<file path="config.mk">
export PLATFORM = sky130hd
export DESIGN_NAME = linear_scan_priority_queue_unit
export DESIGN_NICKNAME = d
export VERILOG_FILES = /design/src/design/lspq_pkg.sv /design/src/design/lspq_ctrl.sv /design/src/design/lspq_dpath.sv /design/src/design/linear_scan_priority_queue_unit.sv
export SDC_FILE = /design/constraint.sdc
export NUM_CORES = 2
export LEC_CHECK = 0
export BUFFER_PORTS_ARGS = -buffer_cell sky130_fd_sc_hd__buf_4
export CAP_MARGIN = 15
export CORE_AREA = 4 4 542 544
export CTS_BUF_LIST = sky130_fd_sc_hd__clkbuf_8
export CTS_CLUSTER_DIAMETER = 60
export DETAILED_ROUTE_END_ITERATION = 8
export DIE_AREA = 0 0 546 548
export PLACE_DENSITY = 0.58
export SETUP_SLACK_MARGIN = 0.4
export SLEW_MARGIN = 20
export SYNTH_ARGS = -nofsm -noshare
export SYNTH_HDL_FRONTEND = slang
export SYNTH_HIERARCHICAL = 1
export SYNTH_SLANG_ARGS = --single-unit
</file>
<file path="constraint.sdc">
create_clock -name clk -period 4.48 [get_ports clk]
set_input_delay 0.896 -clock clk [delete_from_list [all_inputs] [get_ports clk]]
set_output_delay 0.896 -clock clk [all_outputs]
set_load 0.01 [all_outputs]
</file>
<file path="src/design/lspq_pkg.sv">
// ----------------------------------------------------------------------------
// lspq_pkg: shared types and codes for the linear scan priority queue
// Item layouts, status and function codes, and the micro-instruction format.
// ----------------------------------------------------------------------------
package lspq_pkg;

  localparam int PC_W = 5;

  localparam logic [1:0] FN_ENQ      = 2'd0;
  localparam logic [1:0] FN_DEQ      = 2'd1;
  localparam logic [1:0] FN_PEEK_OLD = 2'd2;
  localparam logic [1:0] FN_PEEK_NEW = 2'd3;

  localparam logic [1:0] ST_OK       = 2'd0;
  localparam logic [1:0] ST_OVERFLOW = 2'd1;
  localparam logic [1:0] ST_EMPTY    = 2'd2;

  typedef struct packed {
    logic [1:0]          func;
    logic signed [31:0]  in_data;
    logic signed [15:0]  in_priority;
  } in_item_t;

  typedef struct packed {
    logic [1:0]          status;
    logic signed [31:0]  out_data;
    logic signed [15:0]  out_priority;
  } out_item_t;

  // Jump conditions of the sequencer.
  typedef enum logic [3:0] {
    C_NEVER     = 4'd0,
    C_ALWAYS    = 4'd1,
    C_NOSTART   = 4'd2,
    C_ENQ       = 4'd3,
    C_EMPTY     = 4'd4,
    C_FULL      = 4'd5,
    C_OLD       = 4'd6,
    C_NEW       = 4'd7,
    C_IDX_END   = 4'd8,
    C_IDX_MORE  = 4'd9,
    C_IDX_LAST  = 4'd10,
    C_BEST_LAST = 4'd11
  } cond_t;

  typedef enum logic [1:0] {
    RA_IDX  = 2'd0,
    RA_ZERO = 2'd1,
    RA_LAST = 2'd2
  } rd_sel_t;

  typedef enum logic {
    WA_TAIL  = 1'b0,
    WA_SHIFT = 1'b1
  } wr_sel_t;

  typedef enum logic [1:0] {
    OS_ZERO = 2'd0,
    OS_RDQ  = 2'd1,
    OS_BEST = 2'd2
  } out_sel_t;

  typedef struct packed {
    cond_t            cond;
    logic [PC_W-1:0]  target;
    logic             rd_en;
    rd_sel_t          rd_sel;
    logic             wr_en;
    wr_sel_t          wr_sel;
    logic             idx_clr;
    logic             idx_inc;
    logic             idx_best;
    logic             best_load;
    logic             best_cmp;
    logic             cnt_inc;
    logic             cnt_dec;
    logic             emit;
    logic [1:0]       status;
    out_sel_t         out_sel;
  } uword_t;

  // Datapath status seen by the sequencer's jump logic.
  typedef struct packed {
    logic enq;
    logic empty;
    logic full;
    logic old;
    logic newest;
    logic idx_end;
    logic idx_more;
    logic best_last;
  } flags_t;

endpackage

</file>
<file path="src/design/lspq_ctrl.sv">
// ----------------------------------------------------------------------------
// lspq_ctrl: micro-program sequencer
// Step counter, control store and conditional jump logic.
// ----------------------------------------------------------------------------
module lspq_ctrl
  import lspq_pkg::*;
(
  input  logic   clk,
  input  logic   rst_n,
  input  logic   start,
  input  flags_t flags,
  output logic   busy,
  output logic   accept,
  output uword_t uw
);

  localparam logic [PC_W-1:0] P_IDLE     = 5'd0;
  localparam logic [PC_W-1:0] P_DISP     = 5'd1;
  localparam logic [PC_W-1:0] P_CHK_EMP  = 5'd2;
  localparam logic [PC_W-1:0] P_CHK_OLD  = 5'd3;
  localparam logic [PC_W-1:0] P_CHK_NEW  = 5'd4;
  localparam logic [PC_W-1:0] P_DEQ_RD0  = 5'd5;
  localparam logic [PC_W-1:0] P_DEQ_LD0  = 5'd6;
  localparam logic [PC_W-1:0] P_SCAN     = 5'd7;
  localparam logic [PC_W-1:0] P_SCAN_END = 5'd8;
  localparam logic [PC_W-1:0] P_SH_SET   = 5'd9;
  localparam logic [PC_W-1:0] P_SH_RD    = 5'd10;
  localparam logic [PC_W-1:0] P_SH_LOOP  = 5'd11;
  localparam logic [PC_W-1:0] P_SH_LAST  = 5'd12;
  localparam logic [PC_W-1:0] P_DEQ_END  = 5'd13;
  localparam logic [PC_W-1:0] P_ENQ      = 5'd14;
  localparam logic [PC_W-1:0] P_ENQ_WR   = 5'd15;
  localparam logic [PC_W-1:0] P_OVF      = 5'd16;
  localparam logic [PC_W-1:0] P_EMPTY    = 5'd17;
  localparam logic [PC_W-1:0] P_OLD_RD   = 5'd18;
  localparam logic [PC_W-1:0] P_PEEK_OUT = 5'd19;
  localparam logic [PC_W-1:0] P_NEW_RD   = 5'd20;

  logic [PC_W-1:0] pc_r, pc_nxt;
  logic            take;

  function automatic uword_t ucode(input logic [PC_W-1:0] pc);
    uword_t w;
    w = '0;
    unique case (pc)
      P_IDLE: begin
        w.cond = C_NOSTART; w.target = P_IDLE;
      end
      P_DISP: begin
        w.idx_clr = 1'b1; w.cond = C_ENQ; w.target = P_ENQ;
      end
      P_CHK_EMP: begin
        w.cond = C_EMPTY; w.target = P_EMPTY;
      end
      P_CHK_OLD: begin
        w.cond = C_OLD; w.target = P_OLD_RD;
      end
      P_CHK_NEW: begin
        w.cond = C_NEW; w.target = P_NEW_RD;
      end
      P_DEQ_RD0: begin
        w.rd_en = 1'b1; w.rd_sel = RA_IDX; w.idx_inc = 1'b1;
      end
      P_DEQ_LD0: begin
        w.best_load = 1'b1; w.cond = C_IDX_END; w.target = P_SH_SET;
      end
      P_SCAN: begin
        // read the next entry while comparing the one read last cycle
        w.rd_en = 1'b1; w.rd_sel = RA_IDX; w.idx_inc = 1'b1; w.best_cmp = 1'b1;
        w.cond = C_IDX_MORE; w.target = P_SCAN;
      end
      P_SCAN_END: begin
        w.best_cmp = 1'b1;
      end
      P_SH_SET: begin
        w.idx_best = 1'b1; w.cond = C_BEST_LAST; w.target = P_DEQ_END;
      end
      P_SH_RD: begin
        w.rd_en = 1'b1; w.rd_sel = RA_IDX; w.idx_inc = 1'b1;
        w.cond = C_IDX_LAST; w.target = P_SH_LAST;
      end
      P_SH_LOOP: begin
        w.wr_en = 1'b1; w.wr_sel = WA_SHIFT;
        w.rd_en = 1'b1; w.rd_sel = RA_IDX; w.idx_inc = 1'b1;
        w.cond = C_IDX_MORE; w.target = P_SH_LOOP;
      end
      P_SH_LAST: begin
        w.wr_en = 1'b1; w.wr_sel = WA_SHIFT;
      end
      P_DEQ_END: begin
        w.cnt_dec = 1'b1; w.emit = 1'b1; w.status = ST_OK; w.out_sel = OS_BEST;
        w.cond = C_ALWAYS; w.target = P_IDLE;
      end
      P_ENQ: begin
        w.cond = C_FULL; w.target = P_OVF;
      end
      P_ENQ_WR: begin
        w.wr_en = 1'b1; w.wr_sel = WA_TAIL; w.cnt_inc = 1'b1;
        w.emit = 1'b1; w.status = ST_OK; w.out_sel = OS_ZERO;
        w.cond = C_ALWAYS; w.target = P_IDLE;
      end
      P_OVF: begin
        w.emit = 1'b1; w.status = ST_OVERFLOW; w.out_sel = OS_ZERO;
        w.cond = C_ALWAYS; w.target = P_IDLE;
      end
      P_EMPTY: begin
        w.emit = 1'b1; w.status = ST_EMPTY; w.out_sel = OS_ZERO;
        w.cond = C_ALWAYS; w.target = P_IDLE;
      end
      P_OLD_RD: begin
        w.rd_en = 1'b1; w.rd_sel = RA_ZERO;
      end
      P_PEEK_OUT: begin
        w.emit = 1'b1; w.status = ST_OK; w.out_sel = OS_RDQ;
        w.cond = C_ALWAYS; w.target = P_IDLE;
      end
      P_NEW_RD: begin
        w.rd_en = 1'b1; w.rd_sel = RA_LAST;
        w.cond = C_ALWAYS; w.target = P_PEEK_OUT;
      end
      default: begin
        w.cond = C_ALWAYS; w.target = P_IDLE;
      end
    endcase
    return w;
  endfunction

  assign uw     = ucode(pc_r);
  assign busy   = (pc_r != P_IDLE);
  assign accept = start && !busy;

  always_comb begin
    unique case (uw.cond)
      C_NEVER:     take = 1'b0;
      C_ALWAYS:    take = 1'b1;
      C_NOSTART:   take = !start;
      C_ENQ:       take = flags.enq;
      C_EMPTY:     take = flags.empty;
      C_FULL:      take = flags.full;
      C_OLD:       take = flags.old;
      C_NEW:       take = flags.newest;
      C_IDX_END:   take = flags.idx_end;
      C_IDX_MORE:  take = flags.idx_more;
      C_IDX_LAST:  take = !flags.idx_more;
      C_BEST_LAST: take = flags.best_last;
      default:     take = 1'b1;
    endcase
    pc_nxt = take ? uw.target : pc_r + 1'b1;
  end

  always_ff @(posedge clk) begin
    if (!rst_n) begin
      pc_r <= P_IDLE;
    end else begin
      pc_r <= pc_nxt;
    end
  end

endmodule

</file>
<file path="src/design/lspq_dpath.sv">
// ----------------------------------------------------------------------------
// lspq_dpath: entry memory and scan/shift datapath
// One read and one write port, index and count registers, best-entry tracker.
// ----------------------------------------------------------------------------
module lspq_dpath
  import lspq_pkg::*;
#(
  parameter int DEPTH = 64
) (
  input  logic      clk,
  input  logic      rst_n,
  input  logic      accept,
  input  in_item_t  in_item,
  input  uword_t    uw,
  output flags_t    flags,
  output logic      out_valid,
  output out_item_t out_item
);

  localparam int AW = (DEPTH > 1) ? $clog2(DEPTH) : 1;
  localparam int CW = $clog2(DEPTH + 1);
  localparam int XW = CW + 1;

  typedef struct packed {
    logic signed [15:0] prio;
    logic signed [31:0] data;
  } ent_t;

  ent_t            mem [DEPTH];
  ent_t            rd_q;
  logic [AW-1:0]   rd_idx_r;
  in_item_t        cmd_r;
  logic [CW-1:0]   count_r, count_nxt;
  logic [CW-1:0]   idx_r;
  logic [AW-1:0]   best_idx_r;
  ent_t            best_r;
  logic [CW-1:0]   cnt_m1;
  logic [AW-1:0]   rd_addr, wr_addr;
  ent_t            wr_data;
  logic            better;
  logic            out_valid_r;
  out_item_t       out_r;

  assign cnt_m1 = count_r - 1'b1;

  always_comb begin
    unique case (uw.rd_sel)
      RA_IDX:  rd_addr = idx_r[AW-1:0];
      RA_ZERO: rd_addr = '0;
      RA_LAST: rd_addr = cnt_m1[AW-1:0];
      default: rd_addr = '0;
    endcase
    unique case (uw.wr_sel)
      WA_TAIL: begin
        wr_addr = count_r[AW-1:0];
        wr_data = '{prio: cmd_r.in_priority, data: cmd_r.in_data};
      end
      WA_SHIFT: begin
        // move the entry just read one place toward the oldest end
        wr_addr = rd_idx_r - 1'b1;
        wr_data = rd_q;
      end
      default: begin
        wr_addr = '0;
        wr_data = rd_q;
      end
    endcase
  end

  always_ff @(posedge clk) begin
    if (uw.wr_en) begin
      mem[wr_addr] <= wr_data;
    end
    if (uw.rd_en) begin
      rd_q     <= mem[rd_addr];
      rd_idx_r <= rd_addr;
    end
  end

  // Strict compare keeps the oldest entry on ties.
  assign better = (rd_q.prio < best_r.prio);

  always_ff @(posedge clk) begin
    if (accept) begin
      cmd_r <= in_item;
    end
    if (uw.idx_clr) begin
      idx_r <= '0;
    end else if (uw.idx_best) begin
      idx_r <= CW'(best_idx_r) + 1'b1;
    end else if (uw.idx_inc) begin
      idx_r <= idx_r + 1'b1;
    end
    if (uw.best_load || (uw.best_cmp && better)) begin
      best_r     <= rd_q;
      best_idx_r <= rd_idx_r;
    end
  end

  always_comb begin
    count_nxt = count_r;
    if (uw.cnt_inc) begin
      count_nxt = count_r + 1'b1;
    end else if (uw.cnt_dec) begin
      count_nxt = count_r - 1'b1;
    end
  end

  always_ff @(posedge clk) begin
    if (!rst_n) begin
      count_r     <= '0;
      out_valid_r <= 1'b0;
    end else begin
      count_r     <= count_nxt;
      out_valid_r <= uw.emit;
    end
  end

  always_ff @(posedge clk) begin
    if (uw.emit) begin
      out_r.status <= uw.status;
      unique case (uw.out_sel)
        OS_ZERO: begin
          out_r.out_data     <= '0;
          out_r.out_priority <= '0;
        end
        OS_RDQ: begin
          out_r.out_data     <= rd_q.data;
          out_r.out_priority <= rd_q.prio;
        end
        OS_BEST: begin
          out_r.out_data     <= best_r.data;
          out_r.out_priority <= best_r.prio;
        end
        default: begin
          out_r.out_data     <= '0;
          out_r.out_priority <= '0;
        end
      endcase
    end
  end

  always_comb begin
    flags.enq       = (cmd_r.func == FN_ENQ);
    flags.empty     = (count_r == '0);
    flags.full      = (count_r == CW'(DEPTH));
    flags.old       = (cmd_r.func == FN_PEEK_OLD);
    flags.newest    = (cmd_r.func == FN_PEEK_NEW);
    flags.idx_end   = (idx_r >= count_r);
    flags.idx_more  = ((XW'(idx_r) + 1'b1) < XW'(count_r));
    flags.best_last = ((XW'(best_idx_r) + 1'b1) >= XW'(count_r));
  end

  assign out_valid = out_valid_r;
  assign out_item  = out_r;

endmodule

</file>
<file path="src/design/linear_scan_priority_queue_unit.sv">
// The dequeue time is set by the single memory read port: one entry a cycle
// in the minimum scan and again in the gap-closing shift.
// One item at a time; the next item is accepted during the result strobe.
// Synchronous active-low reset empties the queue and returns to idle.
// ----------------------------------------------------------------------------
// linear_scan_priority_queue_unit: arrival-ordered min-priority queue
// Microcoded sequencer driving an entry memory with scan and shift loops.
// ----------------------------------------------------------------------------
module linear_scan_priority_queue_unit
  import lspq_pkg::*;
#(
  parameter int DEPTH = 64
) (
  input  logic      clk,
  input  logic      rst_n,
  input  logic      start,
  output logic      busy,
  input  in_item_t  in_item,
  output logic      out_valid,
  output out_item_t out_item
);

  flags_t flags;
  uword_t uw;
  logic   accept;

  lspq_ctrl u_ctrl (
    .clk    (clk),
    .rst_n  (rst_n),
    .start  (start),
    .flags  (flags),
    .busy   (busy),
    .accept (accept),
    .uw     (uw)
  );

  lspq_dpath #(
    .DEPTH (DEPTH)
  ) u_dpath (
    .clk       (clk),
    .rst_n     (rst_n),
    .accept    (accept),
    .in_item   (in_item),
    .uw        (uw),
    .flags     (flags),
    .out_valid (out_valid),
    .out_item  (out_item)
  );

endmodule

</file>
-- Word level (Yosys, flattened, before mapping)
Memory sizes are Yosys's and may differ from the RTL's. A register that Yosys moved wholly into a read port is not among the register bits.
Index checks and enable logic that the tools add are counted.
- bits in registers: 180
- bits in latches: 0
- bits in writable memories: 3072
- ROM bits: 0
- output and inout bits: 52
- logic and storage cells: 105
- memories kept: 1
- add/subtract/negate cells: 8
- multipliers: 0
- divide/modulo/power cells: 0
- magnitude comparators: 4
- eq/ne operators: 36
- shift-type cells: 0
- mux-type cells: 23
- bitwise operators: 1
- reduce and logical (&&, ||, !) cells: 18
- memories (name ; words ; width ; read ports ; clocked after Yosys merged registers in ; wr ports ; line ; text):
    u_dpath.mem ; 64 ; 48 ; 1 ; 1 ; 1 ; lspq_dpath.sv:29 ; ent_t mem [DEPTH];
- operator list (kind ; count):
    48-bit case mux with 2 select lines ; 2
    9-bit case mux with 13 select lines ; 1
    5-bit by 4-bit equality test with 1-bit output, second input constant ; 8
    7-bit two-way mux ; 4
    5-bit equality test, second input constant ; 5
    5-bit case mux with 5 select lines ; 1
    6-bit case mux with 2 select lines ; 2
    5-bit by 3-bit equality test with 1-bit output, second input constant ; 4
    4-bit by 3-bit equality test with 1-bit output, second input constant ; 4
    4-bit equality test, second input constant ; 4
    16-bit < comparator ; 1
    6-bit by 1-bit adder with 7-bit output, second input constant ; 2
    7-bit by 1-bit adder with 7-bit output, second input constant ; 2
    1-bit case mux with 11 select lines ; 1
    5-bit by 2-bit equality test with 1-bit output, second input constant ; 2
    1-bit two-way mux ; 9
    3-bit case mux with 3 select lines ; 1
    7-bit by 1-bit adder with 8-bit output, second input constant ; 1
    2-bit equality test, second input constant ; 4
    4-bit by 2-bit equality test with 1-bit output, second input constant ; 2
    8-bit by 7-bit >= comparator with 1-bit output ; 1
    8-bit by 7-bit < comparator with 1-bit output ; 1
    4-bit OR reduction ; 2
    7-bit equality test, second input constant ; 1
    other kinds (19) ; 25

-- Logic depth before layout (Yosys ltp)
- word-level depth: 6
- mapped depth: 17
- mapped depth without buffers: 13

-- By module
Netlist, hierarchy kept.
- modules (own cells, without submodules) (module ; instances ; cells an instance ; area an instance (µm²) ; seq. area each (µm²)):
    lspq_dpath ; 1 ; 7756 ; 128371.9 ; 98794.8
    lspq_ctrl ; 1 ; 138 ; 970.9 ; 100.1

-- Worst setup path after synthesis
Ideal clock, no wire load.
- path type: flip-flop to flip-flop
- from: reg u_ctrl.pc_r[2]
- to: mem u_dpath/mem[44][0] (netlist name) (enable)
- library setup time: 454 ps
- data arrival time: 4170 ps
- path slack: -143 ps
- cell stages (with the launch flop): 11
- clock period less this slack: 4623 ps
- path through: dfxtp_1 > buf_6 > clkbuf_1 > nand2_1 > a21oi_1 > clkbuf_1 > clkbuf_1 > nor2_1 > a21oi_1 > nand3_1 > nor2_1
- RTL lines (element ; line ; text):
    from (decl) ; lspq_ctrl.sv:39 ; logic [PC_W-1:0] pc_r, pc_nxt;
    from (signal assigned) ; lspq_ctrl.sv:155 ; pc_r <= pc_nxt;
    to (decl) ; lspq_dpath.sv:29 ;

==> reports/qor.yml <==
critical_path:
  worstSetupEndpointType: "flop"
  cp.arrival_ns: 4.90
  crit_fanout: 30
  worstPathRequired_ns: 5.36
  crit_path_start_kind: "flop"
  critPathKind: "flop to flop"
drt:
  vias_per_cell: 6.03
  wl_um: 381000
  post_drt_wl_per_cell_um: 29.8
  drc: 0
  ant_nets: 0
  dr.pass1.iters: 6
  drt_iter0_drc: 9191
  vias: 77100
global_routing:
  grt_max_degree: 111
  grt_overflow: 0
  antenna_found_initial: 34
  grt_pass1_wl_um: 543000
  grt_pass1_vias: 75400
  grt_usage: 0.248
clock_tree:
  numCtsBuffers: 547
  cts_root_buf: "clkbuf_8"
  htree_levels: 6
  path_clk_slew_ns: 0.06
  clock_path_buffers: 4
  cts_num_sinks: 3300
  cts_tree: "yes"
  clk_latency_ns: 1.16
place:
  io_buffer_count: 104
  dpl.hpwl_um: 216000
  dp.cells: 11700
  place_congestion: 0.826
power_and_ir_drop:
  vdd_drop_max_mv: 0.442
  leakagePower_nw: 51.8
  finalPower_w: 0.0884
  p_per_area_nw_per_um2: 589
timing:
  fmax_mhz: 249
  post-route-period-util: 0.898
  tightest_slew_ns: 1.09
  finalHoldViolCount: 0
  drv_slew: 0
  skew_ns: 0.0511
  whs_ns: 0.126
  setup_viol: 0
  fin_crit_ns: 4.02
  rsz0062_at_grt: "yes"
  slew_headroom: 0.270
logic_synthesis:
  syn_nets: 7992
  synth_area_um2: 129000
  synth_area_per_cell_um2: 16.4
  yosysWarnings: 6
  syn_inst: 7891
job:
  maxCapViolCount: 0
die:
  die_h_um: 548
  rows: 198
  ios: 105
  core_area_um2: 290000
  die_w_um: 546
  start_util: 0.447
  die-area_um2: 299000
hold_path:
  holdCritPathClass: "primary input to flop"
cells_and_area:
  n_fill_cell: 23300
  register_area_um2: 98900
  fin_cells: 12800
  multiInputGateArea_um2: 28900
  final_layout_size_suffix_gt1_frac: 0.183
  utilization: 0.519
  final_cell_mix: "edfxtp_1, nand2_1, a21oi_1"
  final_nets: 8659
  layout_commonest_cell: "edfxtp_1"
  syn2layout_area_growth_pct: 16.2
status:
  status: "finished, final reports clean"
-- layer usage --
metal  GRT usage  vias up  wire (µm)
met1       0.354    40200     158000
met4      0.0733       10      10100
li1            -    32500          -
met5           0        -         69
met2       0.387     3854     176000
met3      0.0496      611      36300
-- sequential cells by signal, summed over array words and instances (netlist names) --
register            flops
u_dpath/best_idx_r      6
u_dpath/best_r         48
u_dpath/out_valid       1
u_dpath/count_r         7
u_dpath/idx_r           7
u_dpath/rd_idx_r        6
u_dpath/cmd_r          50
u_dpath/rd_q           48
u_ctrl/pc_r             5
u_dpath/mem          3072
u_dpath/out_item       50
-- per-stage QoR --
stage / setup slack [ns] / instance area [µm²] / TNS, ns
2_1_floorplan: -0.143 / 129000 / -207.15
3_3_place_gp: -0.336 / 139000 / -0.841
3_5_place_dp: -0.287 / 139000 / -0.644
4_1_cts: 0.368 / 150000 / 0
5_1_grt: 0.328 / 150000 / 0
6_report: 0.456 / 150000 / 0
-- area by class of cell --
| cell class | count | share of cell area |
|---|---|---|
| Antenna cell | 23 | 0.000383 |
| Clock buffer | 555 | 0.0508 |
| Clock inverter | 401 | 0.0148 |
| Inverter | 46 | 0.00146 |
| Multi-Input combinational cell | 4037 | 0.192 |
| Sequential cell | 3300 | 0.658 |
| Tap cell | 3800 | 0.0316 |
| Timing Repair Buffer | 626 | 0.0501 |
-- worst max-delay path, cell delays in order (launching register included) --
cell	delay, ns
dfxtp_1	0.35
inv_1	0.10
ha_1	0.18
nand4b_1	0.21
inv_2	0.22
nand2b_1	0.22
a21o_4	0.16
buf_12	0.15
buf_16	0.29
buf_16	0.25
mux4_2	0.53
a22o_1	0.24
a21oi_1	0.17
a22oi_1	0.17
buf_6	0.20
and3_1	0.24
-- where the power goes --
| group | total (W) | internal, W | leakage (nW) | switching [W] |
|---|---|---|---|---|
| clock | 0.0243 | 0.0122 | 5.71 | 0.0121 |
| combinational | 0.0263 | 0.00903 | 16.4 | 0.0173 |
| sequential | 0.0378 | 0.0373 | 29.7 | 0.000523 |
| total | 0.0884 | 0.0585 | 51.8 | 0.0299 |
-- what timing repair did --
item,in CTS,in global routing
endpoints found under the hold margin,50,0
pin swaps,5,14
hold buffers,50,0
setup buffers,2,3
setup endpoints to repair,39,44
resized for setup,33,45
gates cloned,3,5
-- path summary, 6_finish.rpt --
path	from	to	slack, ns	cells past startpoint
max	u_ctrl/pc_r[1]$_SDFF_PN0_	u_dpath/rd_q[8]$_DFFE_PP_	0.46	15
min reg2reg	u_dpath/rd_q[18]$_DFFE_PP_	u_dpath/best_r[18]$_DFFE_PP_	0.50	0
max reg2reg	u_ctrl/pc_r[1]$_SDFF_PN0_	u_dpath/rd_q[8]$_DFFE_PP_	0.46	15
min	rst_n	u_ctrl/pc_r[2]$_SDFF_PN0_	0.13	2
(Power assumes the default switching activity.)
